`src/skf_pkg.sv`:
```
// Shared types, constants and the control store of the scalar Kalman filter.
package skf_pkg;

    // Fixed-point formats
    localparam int FRAC_BITS = 16;
    localparam int DATA_W    = 32;
    localparam int GAIN_W    = FRAC_BITS + 1;
    localparam int REM_W     = DATA_W + 2;
    localparam int MA_W      = DATA_W + 2;
    localparam int MB_W      = GAIN_W + 1;
    localparam int PROD_W    = MA_W + MB_W;
    localparam int CNT_W     = $clog2(FRAC_BITS + 1);
    localparam int STEP_W    = 3;

    localparam logic [GAIN_W-1:0] GAIN_ONE = GAIN_W'(1) << FRAC_BITS;
    localparam logic [DATA_W-1:0] COV_ONE  = DATA_W'(1) << FRAC_BITS;
    localparam logic [DATA_W-1:0] U32_MAX  = {DATA_W{1'b1}};

    // Datapath operations
    typedef enum logic [3:0] {
        OP_NOP,
        OP_LOAD,
        OP_DEN,
        OP_DIV,
        OP_GAIN,
        OP_MULC,
        OP_EST,
        OP_MULP,
        OP_FIN
    } op_t;

    // Sequencing conditions
    typedef enum logic [1:0] {
        COND_NONE,
        COND_IN_VALID,
        COND_OUT_FREE,
        COND_LOOP
    } cond_t;

    typedef struct packed {
        op_t                op;
        cond_t              cond;
        logic [STEP_W-1:0]  target;
    } ucode_t;

    // Control toward the datapath
    typedef struct packed {
        op_t  op;
        logic en;
        logic wait_in;
    } ctrl_t;

    // Status from the datapath
    typedef struct packed {
        logic cnt_nz;
    } dp_status_t;

    // Step addresses of the program
    localparam logic [STEP_W-1:0] STEP_LOAD = 3'd0;
    localparam logic [STEP_W-1:0] STEP_DEN  = 3'd1;
    localparam logic [STEP_W-1:0] STEP_DIV  = 3'd2;
    localparam logic [STEP_W-1:0] STEP_GAIN = 3'd3;
    localparam logic [STEP_W-1:0] STEP_MULC = 3'd4;
    localparam logic [STEP_W-1:0] STEP_EST  = 3'd5;
    localparam logic [STEP_W-1:0] STEP_MULP = 3'd6;
    localparam logic [STEP_W-1:0] STEP_FIN  = 3'd7;

    // Control store: one word per step
    function automatic ucode_t ucode_rom(input logic [STEP_W-1:0] step);
        ucode_t w;
        w = '{op: OP_NOP, cond: COND_NONE, target: STEP_LOAD};
        case (step)
            STEP_LOAD: w = '{op: OP_LOAD, cond: COND_IN_VALID, target: STEP_DEN};
            STEP_DEN:  w = '{op: OP_DEN,  cond: COND_NONE,     target: STEP_DIV};
            STEP_DIV:  w = '{op: OP_DIV,  cond: COND_LOOP,     target: STEP_DIV};
            STEP_GAIN: w = '{op: OP_GAIN, cond: COND_NONE,     target: STEP_MULC};
            STEP_MULC: w = '{op: OP_MULC, cond: COND_NONE,     target: STEP_EST};
            STEP_EST:  w = '{op: OP_EST,  cond: COND_NONE,     target: STEP_MULP};
            STEP_MULP: w = '{op: OP_MULP, cond: COND_NONE,     target: STEP_FIN};
            STEP_FIN:  w = '{op: OP_FIN,  cond: COND_OUT_FREE, target: STEP_LOAD};
            default:   w = '{op: OP_NOP,  cond: COND_NONE,     target: STEP_LOAD};
        endcase
        return w;
    endfunction

endpackage

```
`src/skf_seq.sv`:
```
// Microcode sequencer: step counter, control store lookup and jumps.
module skf_seq (
    input  logic                clk,
    input  logic                rst_n,
    input  logic                in_valid,
    input  logic                out_free,
    input  skf_pkg::dp_status_t status,
    output skf_pkg::ctrl_t      ctrl
);
    import skf_pkg::*;

    logic [STEP_W-1:0] step_reg;
    logic [STEP_W-1:0] step_next;
    ucode_t            word;
    logic              en;

    assign word = ucode_rom(step_reg);

    // Step enable and next address
    always_comb
    begin
        en        = 1'b1;
        step_next = step_reg + STEP_W'(1);
        case (word.cond)
            COND_IN_VALID:
            begin
                en        = in_valid;
                step_next = in_valid ? word.target : step_reg;
            end
            COND_OUT_FREE:
            begin
                en        = out_free;
                step_next = out_free ? word.target : step_reg;
            end
            COND_LOOP:
            begin
                step_next = status.cnt_nz ? word.target : step_reg + STEP_W'(1);
            end
            default:
            begin
                step_next = step_reg + STEP_W'(1);
            end
        endcase
    end

    always_ff @(posedge clk or negedge rst_n)
    begin
        if (!rst_n)
            step_reg <= STEP_LOAD;
        else
            step_reg <= step_next;
    end

    assign ctrl.op      = word.op;
    assign ctrl.en      = en;
    assign ctrl.wait_in = (word.cond == COND_IN_VALID);

`ifndef SYNTH
    // A divide loop always leaves toward the gain step
    a_div_exit: assert property (@(posedge clk) disable iff (!rst_n)
        (step_reg == STEP_DIV && !status.cnt_nz) |=> step_reg == STEP_GAIN)
        else $error("divide loop did not exit to gain step");
    // A stalled finish holds its step
    a_fin_hold: assert property (@(posedge clk) disable iff (!rst_n)
        (step_reg == STEP_FIN && !out_free) |=> step_reg == STEP_FIN)
        else $error("finish step left while output busy");
    // Waiting for input holds the step
    a_wait_hold: assert property (@(posedge clk) disable iff (!rst_n)
        (step_reg == STEP_LOAD && !in_valid) |=> step_reg == STEP_LOAD)
        else $error("load step left without a request");
`endif
endmodule

```
`src/skf_dp.sv`:
```
// Filter datapath: state, restoring divider, shared multiplier, saturation.
module skf_dp (
    input  logic                          clk,
    input  logic                          rst_n,
    input  skf_pkg::ctrl_t                ctrl,
    input  logic [skf_pkg::DATA_W-1:0]    measurement,
    input  logic [skf_pkg::DATA_W-1:0]    q,
    input  logic [skf_pkg::DATA_W-1:0]    r,
    input  logic                          reload,
    input  logic [skf_pkg::DATA_W-1:0]    init_load,
    output skf_pkg::dp_status_t           status,
    output logic signed [skf_pkg::DATA_W-1:0] estimate,
    output logic [skf_pkg::GAIN_W-1:0]    gain
);
    import skf_pkg::*;

    // State and work registers
    logic signed [DATA_W-1:0] est_reg, est_next;
    logic [DATA_W-1:0]        cov_reg, cov_next;
    logic signed [DATA_W-1:0] meas_reg;
    logic [DATA_W-1:0]        p1_reg;
    logic [DATA_W:0]          den_reg;
    logic [REM_W-1:0]         rem_reg, rem_next;
    logic [GAIN_W-1:0]        quo_reg, quo_next;
    logic [CNT_W-1:0]         cnt_reg;
    logic [GAIN_W-1:0]        gain_reg, gain_next;
    logic signed [DATA_W:0]   diff_reg;
    logic signed [PROD_W-1:0] prod_reg, prod_next;
    logic signed [DATA_W-1:0] out_est_reg;
    logic [GAIN_W-1:0]        out_gain_reg;

    logic                     do_step;
    logic [DATA_W:0]          p1_sum;
    logic [DATA_W-1:0]        p1_next;
    logic                     rem_ge;
    logic [REM_W-1:0]         rem_sub;
    logic signed [MA_W-1:0]   mul_a;
    logic signed [MB_W-1:0]   mul_b;
    logic [GAIN_W-1:0]        gain_cmp;
    logic signed [PROD_W-1:0] prod_sh;
    logic signed [MA_W-1:0]   est_sum;
    logic [PROD_W-1:0]        cov_sh;

    assign do_step = ctrl.en;

    // Predicted covariance, saturated
    assign p1_sum  = {1'b0, cov_reg} + {1'b0, q};
    assign p1_next = p1_sum[DATA_W] ? U32_MAX : p1_sum[DATA_W-1:0];

    // One restoring divide step
    assign rem_ge  = rem_reg >= REM_W'(den_reg);
    assign rem_sub = rem_ge ? rem_reg - REM_W'(den_reg) : rem_reg;
    assign rem_next = {rem_sub[REM_W-2:0], 1'b0};
    assign quo_next = {quo_reg[GAIN_W-2:0], rem_ge};

    // Quotient clamp: covers the zero denominator too
    assign gain_cmp  = (quo_reg > GAIN_ONE) ? GAIN_ONE : quo_reg;
    assign gain_next = gain_cmp;

    // Shared multiplier operands
    always_comb
    begin
        if (ctrl.op == OP_MULP)
        begin
            mul_a = $signed({2'b00, p1_reg});
            mul_b = $signed({1'b0, GAIN_ONE - gain_reg});
        end
        else
        begin
            mul_a = MA_W'(diff_reg);
            mul_b = $signed({1'b0, gain_reg});
        end
    end
    assign prod_next = PROD_W'(mul_a) * PROD_W'(mul_b);

    // Estimate update, floor shift then saturation
    assign prod_sh = prod_reg >>> FRAC_BITS;
    assign est_sum = MA_W'(est_reg) + prod_sh[MA_W-1:0];
    always_comb
    begin
        if (est_sum[MA_W-1] && !(&est_sum[MA_W-2:DATA_W-1]))
            est_next = {1'b1, {(DATA_W-1){1'b0}}};
        else if (!est_sum[MA_W-1] && (|est_sum[MA_W-2:DATA_W-1]))
            est_next = {1'b0, {(DATA_W-1){1'b1}}};
        else
            est_next = est_sum[DATA_W-1:0];
    end

    // Covariance update, saturated
    assign cov_sh   = $unsigned(prod_reg) >> FRAC_BITS;
    assign cov_next = (|cov_sh[PROD_W-1:DATA_W]) ? U32_MAX : cov_sh[DATA_W-1:0];

    // Filter state
    always_ff @(posedge clk or negedge rst_n)
    begin
        if (!rst_n)
        begin
            est_reg <= '0;
            cov_reg <= COV_ONE;
            cnt_reg <= '0;
        end
        else if (reload)
        begin
            est_reg <= init_load;
            cov_reg <= COV_ONE;
        end
        else if (do_step)
        begin
            case (ctrl.op)
                OP_DEN:  cnt_reg <= CNT_W'(FRAC_BITS);
                OP_DIV:  cnt_reg <= cnt_reg - CNT_W'(1);
                OP_EST:  est_reg <= est_next;
                OP_FIN:  cov_reg <= cov_next;
                default: ;
            endcase
        end
    end

    // Work and output payload registers
    always_ff @(posedge clk)
    begin
        if (do_step)
        begin
            case (ctrl.op)
                OP_LOAD:
                begin
                    meas_reg <= measurement;
                    p1_reg   <= p1_next;
                end
                OP_DEN:
                begin
                    den_reg  <= {1'b0, p1_reg} + {1'b0, r};
                    rem_reg  <= REM_W'(p1_reg);
                    quo_reg  <= '0;
                    diff_reg <= (DATA_W+1)'(meas_reg) - (DATA_W+1)'(est_reg);
                end
                OP_DIV:
                begin
                    rem_reg <= rem_next;
                    quo_reg <= quo_next;
                end
                OP_GAIN: gain_reg <= gain_next;
                OP_MULC: prod_reg <= prod_next;
                OP_MULP: prod_reg <= prod_next;
                OP_FIN:
                begin
                    out_est_reg  <= est_reg;
                    out_gain_reg <= gain_reg;
                end
                default: ;
            endcase
        end
    end

    assign status.cnt_nz = (cnt_reg != '0);
    assign estimate      = out_est_reg;
    assign gain          = out_gain_reg;

`ifndef SYNTH
    // Reload puts the state back to its start point
    a_reload: assert property (@(posedge clk) disable iff (!rst_n)
        reload |=> (cov_reg == COV_ONE && est_reg == $past(init_load)))
        else $error("state not reloaded after register write");
    // The gain never exceeds one
    a_gain_max: assert property (@(posedge clk) disable iff (!rst_n)
        (do_step && ctrl.op == OP_GAIN) |=> gain_reg <= GAIN_ONE)
        else $error("gain above one");
    // Divide setup loads the full iteration count
    a_cnt_load: assert property (@(posedge clk) disable iff (!rst_n)
        (do_step && !reload && ctrl.op == OP_DEN) |=> cnt_reg == CNT_W'(FRAC_BITS))
        else $error("divide count not loaded");
`endif
endmodule

```
`src/scalar_kalman_filter.sv`:
```
// Scalar Kalman filter: register port, request handshake and output stage.
//
// Each accepted measurement (signed Q16.16) runs through a short microcode
// program and yields one request with the new estimate and the gain used.
// An item passes through these steps: the load step that accepts it,
// one divide setup step, FRAC_BITS + 1 restoring divide steps for the gain,
// one gain clamp step, two multiply steps on one shared multiplier and their
// two update steps. A new measurement is taken in the cycle after the result
// is registered; a result left waiting on the output holds the filter in its
// final step. Writing the q, r or initial estimate register reloads the
// estimate from initial_estimate and the covariance with 1.0.
module scalar_kalman_filter (
    input  logic                               clk,
    input  logic                               rst_n,
    input  logic                               psel,
    input  logic                               penable,
    input  logic                               pwrite,
    input  logic [3:0]                         paddr,
    input  logic [31:0]                        pwdata,
    output logic [31:0]                        prdata,
    output logic                               pready,
    input  logic                               in_valid,
    output logic                               in_ready,
    input  logic signed [skf_pkg::DATA_W-1:0]  measurement,
    output logic                               out_valid,
    input  logic                               out_ready,
    output logic signed [skf_pkg::DATA_W-1:0]  estimate,
    output logic [skf_pkg::GAIN_W-1:0]         gain
);
    import skf_pkg::*;

    localparam logic [1:0] REG_Q    = 2'd0;
    localparam logic [1:0] REG_R    = 2'd1;
    localparam logic [1:0] REG_INIT = 2'd2;

    logic [DATA_W-1:0] q_reg;
    logic [DATA_W-1:0] r_reg;
    logic [DATA_W-1:0] init_reg;
    logic [DATA_W-1:0] init_load;
    logic [1:0]        reg_idx;
    logic              cfg_wr;
    logic              reload;
    logic              out_valid_reg;
    logic              out_valid_next;
    logic              out_free;
    ctrl_t             ctrl;
    dp_status_t        status;

    // Register port
    assign pready  = 1'b1;
    assign reg_idx = paddr[3:2];
    assign cfg_wr  = psel && penable && pwrite;
    assign reload  = cfg_wr && (reg_idx == REG_Q || reg_idx == REG_R || reg_idx == REG_INIT);
    assign init_load = (cfg_wr && reg_idx == REG_INIT) ? pwdata : init_reg;

    always_ff @(posedge clk or negedge rst_n)
    begin
        if (!rst_n)
        begin
            q_reg    <= 32'd655;
            r_reg    <= 32'd65536;
            init_reg <= '0;
        end
        else if (cfg_wr)
        begin
            case (reg_idx)
                REG_Q:    q_reg    <= pwdata;
                REG_R:    r_reg    <= pwdata;
                REG_INIT: init_reg <= pwdata;
                default:  ;
            endcase
        end
    end

    // Register readback
    always_comb
    begin
        case (reg_idx)
            REG_Q:    prdata = q_reg;
            REG_R:    prdata = r_reg;
            REG_INIT: prdata = init_reg;
            default:  prdata = '0;
        endcase
    end

    // Output stage valid
    assign out_free = !out_valid_reg || out_ready;
    always_comb
    begin
        out_valid_next = out_valid_reg && !out_ready;
        if (ctrl.op == OP_FIN && ctrl.en)
            out_valid_next = 1'b1;
    end

    always_ff @(posedge clk or negedge rst_n)
    begin
        if (!rst_n)
            out_valid_reg <= 1'b0;
        else
            out_valid_reg <= out_valid_next;
    end

    assign out_valid = out_valid_reg;
    assign in_ready  = ctrl.wait_in;

    skf_seq u_seq (
        .clk      (clk),
        .rst_n    (rst_n),
        .in_valid (in_valid),
        .out_free (out_free),
        .status   (status),
        .ctrl     (ctrl)
    );

    skf_dp u_dp (
        .clk         (clk),
        .rst_n       (rst_n),
        .ctrl        (ctrl),
        .measurement (measurement),
        .q           (q_reg),
        .r           (r_reg),
        .reload      (reload),
        .init_load   (init_load),
        .status      (status),
        .estimate    (estimate),
        .gain        (gain)
    );

`ifndef SYNTH
    // An accepted request moves the program off the load step
    a_accept_busy: assert property (@(posedge clk) disable iff (!rst_n)
        (in_valid && in_ready) |=> !in_ready)
        else $error("input ready right after a request");
    // A result appears only from the finish step
    a_out_source: assert property (@(posedge clk) disable iff (!rst_n)
        (!out_valid && !(ctrl.op == OP_FIN && ctrl.en)) |=> !out_valid)
        else $error("output valid without a finished item");
    // Input is never taken while the result stage is being filled
    a_no_overlap: assert property (@(posedge clk) disable iff (!rst_n)
        (ctrl.op == OP_FIN) |-> !in_ready)
        else $error("input ready during finish step");
`endif
endmodule

```
`config.mk`:
```
export PLATFORM = sky130hd
export DESIGN_NAME = scalar_kalman_filter
export DESIGN_NICKNAME = d
export VERILOG_FILES = /design/src/skf_pkg.sv /design/src/skf_seq.sv /design/src/skf_dp.sv /design/src/scalar_kalman_filter.sv
export SDC_FILE = /design/constraint.sdc
export NUM_CORES = 2
export LEC_CHECK = 0
export BUFFER_PORTS_ARGS = -buffer_cell sky130_fd_sc_hd__clkbuf_2
export CAP_MARGIN = 40
export CORE_AREA = 2 2 306 308
export DETAILED_ROUTE_END_ITERATION = 10
export DIE_AREA = 0 0 308 310
export PLACE_DENSITY = 0.65
export SLEW_MARGIN = 20
export SYNTH_ARGS = -nofsm -noshare
export SYNTH_HDL_FRONTEND = slang
export SYNTH_SLANG_ARGS = --single-unit
```
`constraint.sdc`:
```
create_clock -name clk -period 19.7 [get_ports clk]
set_input_delay 0.985 -clock clk [delete_from_list [all_inputs] [get_ports clk]]
set_output_delay 0.985 -clock clk [all_outputs]
set_load 0.01 [all_outputs]
```
==> run summary <==
Die height = 310 microns
Hold crit path type = in -> async
Width of the chip = 308 microns
Min Tclk post-route = 10,320 ps
IO Port Bufs = 155
Req. time, crit path = 20,030 ps
CTS Buf Count = 47
Sequential fraction of the synthesis area = 0.284
Post-synthesis register bit count = 452
Worst-Margin Slew = 908 ps
Clock latency on the worst-skew pair = 610 ps
Setup TNS = 0 ps
Leading area contributor after synthesis = fa_1
Area grow syn2layout = 9.07%
DPL Wire Length = 100 mm
DRT Pass-1 Iters = 6
Post-CTS Setup Repair Bufs = 0
Final hold vios = 0
CTS tree = yes
Routed length per instance = 21.3 microns
Initial Util = 0.485
CTS sink cnt = 452
Post-synth EDFFs = 283
Syn. warnings = 0
Placement row count = 112
# IOs = 159
Initial antenna violation count = 6
Dpl ws = 9430 ps
First-pass GRT wire length = 200 mm
Clk slew on worst S/H paths = 70 ps
Flip-flop count of the largest register after layout = 36
Total wire length = 128 mm
Mean Syn Cell Area = 9.65 sq um
Vias = 33,900
Largest net degree at the start of global routing = 72
Predominant post-synthesis flop cell = edfxtp_1
Post-CTS Resized = 0
Tcrit/Tclk final = 0.524
Kind of end point of the critical path = flip-flop
Status = completed
Max Fclk = 0.0969 GHz
Ant. Diodes = 0
GRT Overall Usage = 0.276
Hold_buf cts = 0
Worst setup SP type = flip-flop
Buffer depth of the longest clock path = 3
DRT iter0 DRCs = 2,822
DIE AREA = 0.0955 sq mm
RSZ-0062 raised after global routing = no
Synth Cell Area = 0.0449 sq mm
Via/cell ratio = 5.63
MaxCap Viol Count = 0
Post-synth cell types = 73
Max FO, Critical Path = 55
Crit path DAT = 10,640 ps
Final count of negative-setup-slack endpoints = 0
Crit Path Class = reg -> reg
Relative slew slack = 0.393
Synth area leaders = fa_1, edfxtp_1, dfrtp_1
GPL Wtd Cong = 0.944
Yosys top cell area share = 0.242
Number of global-route vias before repair = 34,400
# DRC = 0
Ys async rst share = 0.374
Final nets = 5,686
Core area = 0.0925 sq mm
Slew Viols, Final = 0
Worst Setup Slack, final = 9380 ps
Root Buffer = clkbuf_16
Syn_nets = 5,562
GRT overflow = 0
Final ANT Viol Nets = 0
Layout cells sized above 1 = 0.0970
Htree depth = 2
Synth Instances = 4,653
Clock skew = 30.8 ps
==> metrics by stage <==
stage | util | std cells | cell area, sq um | hold slack, ps
after CTS | 0.528 | 6004 | 48900 | 397
after global placement | 0.510 | 5902 | 47200 | 491
final | 0.529 | 6012 | 49000 | 390
after global routing | 0.529 | 6012 | 49000 | 436
after detailed placement | 0.512 | 5917 | 47300 | 497
after floorplan | - | 4653 | 44900 | 424
==> path summary, 6_finish.rpt <==
check,startpoint,end,slack [ps],depth (start not counted)
max,u_seq.step_reg[0]$_DFFE_PN0P_,u_dp.prod_reg[51]$_DFFE_PP_,9380,27
min,rst_n,q_reg[24]$_DFFE_PN0P_,390,1
max reg2reg,u_seq.step_reg[0]$_DFFE_PN0P_,u_dp.prod_reg[51]$_DFFE_PP_,9380,27
min reg2reg,u_dp.cnt_reg[1]$_DFFE_PN0P_,u_dp.cnt_reg[1]$_DFFE_PN0P_,500,2
max in group asynchronous,rst_n,q_reg[7]$_DFFE_PN1P_,17570,4
min in group clk,u_dp.cnt_reg[1]$_DFFE_PN0P_,u_dp.cnt_reg[1]$_DFFE_PN0P_,500,2
==> Yosys cell counts (41+ instances only) <==
master	n
a211oi_1	43
a21o_1	93
a21oi_1	216
and3_1	44
clkbuf_1	146
dfrtp_1	161
edfxtp_1	283
fa_1	543
ha_1	291
inv_1	762
mux2_2	98
mux2i_1	96
nand2_1	608
nand3_1	46
nor2_1	399
nor2b_1	43
o21ai_0	146
o31ai_1	41
xnor2_1	119
xor2_1	66
==> per-layer routing <==
metal / up-vias / routed length, microns / GRT usage
li1: 15500 / - / -
met1: 16900 / 54800 / 0.378
met2: 1231 / 59100 / 0.445
met3: 250 / 9290 / 0.0443
met4: 6 / 4920 / 0.0981
met5: - / 34 / 0
==> final cells by class <==
| cell class | instances | area, sq um |
|---|---|---|
| repair buffers | 240 | 1500 |
| fillers | 8439 | 43500 |
| inverters | 762 | 2860 |
| flip-flops and latches | 452 | 12700 |
| well taps | 1197 | 1500 |
| multi-input cells | 3274 | 28900 |
| clock inverters | 16 | 121 |
| clock buffers | 71 | 1390 |
==> kinds of logic after synthesis <==
family                     count (synthesis)  synth area share
other                                      1         0.0000835
muxes                                    194            0.0460
buffers and inverters                    927            0.0780
and+or+nand+nor                         1304             0.124
adders and majority gates                834             0.323
DFF                                      452             0.284
AOI/OAI and AO/OA                        756             0.109
xor gates and xnor gates                 185            0.0361
==> worst max-delay path, stage by stage (launching register included) <==
cell      delay (ps)
dfrtp_1          690
inv_1            230
ha_1             530
nand2_1          300
nor3_2           170
buf_4            610
o31ai_1          240
xor2_2           460
buf_4            430
nor2_1           120
fa_1             530
fa_1             410
ha_1             200
fa_1             480
inv_1             50
fa_1             530
inv_1             50
fa_1             440
ha_1             300
and4_1           180
a311oi_1         670
a21oi_1          310
o31a_1           470
a221o_1          500
a31oi_4          400
o21ai_1          150
o41ai_1          360
xnor2_1          140
==> layout by cell type (no fill, tap or decap), types with 15 or more instances in the layout <==
cell type / n
inv_1: 762
nand2_1: 608
fa_1: 543
nor2_1: 398
ha_1: 291
edfxtp_1: 283
a21oi_1: 215
dfrtp_1: 161
clkbuf_2: 155
o21ai_0: 145
xnor2_1: 111
mux2_2: 98
mux2i_1: 96
a21o_1: 93
buf_4: 72
xor2_1: 59
clkbuf_16: 50
nand3_1: 46
and3_1: 43
a211oi_1: 43
nor2b_1: 42
o31ai_1: 41
a22oi_1: 36
nand2b_1: 32
o21a_1: 32
nor3_1: 30
o21bai_1: 26
and2_1: 19
or3_1: 17
nand4_1: 16
a31oi_1: 16
clkbuf_1: 15
Power is left out: the tool's default activity adds up to more than one toggle a clock period on the data nets, which glitch-free logic cannot reach.
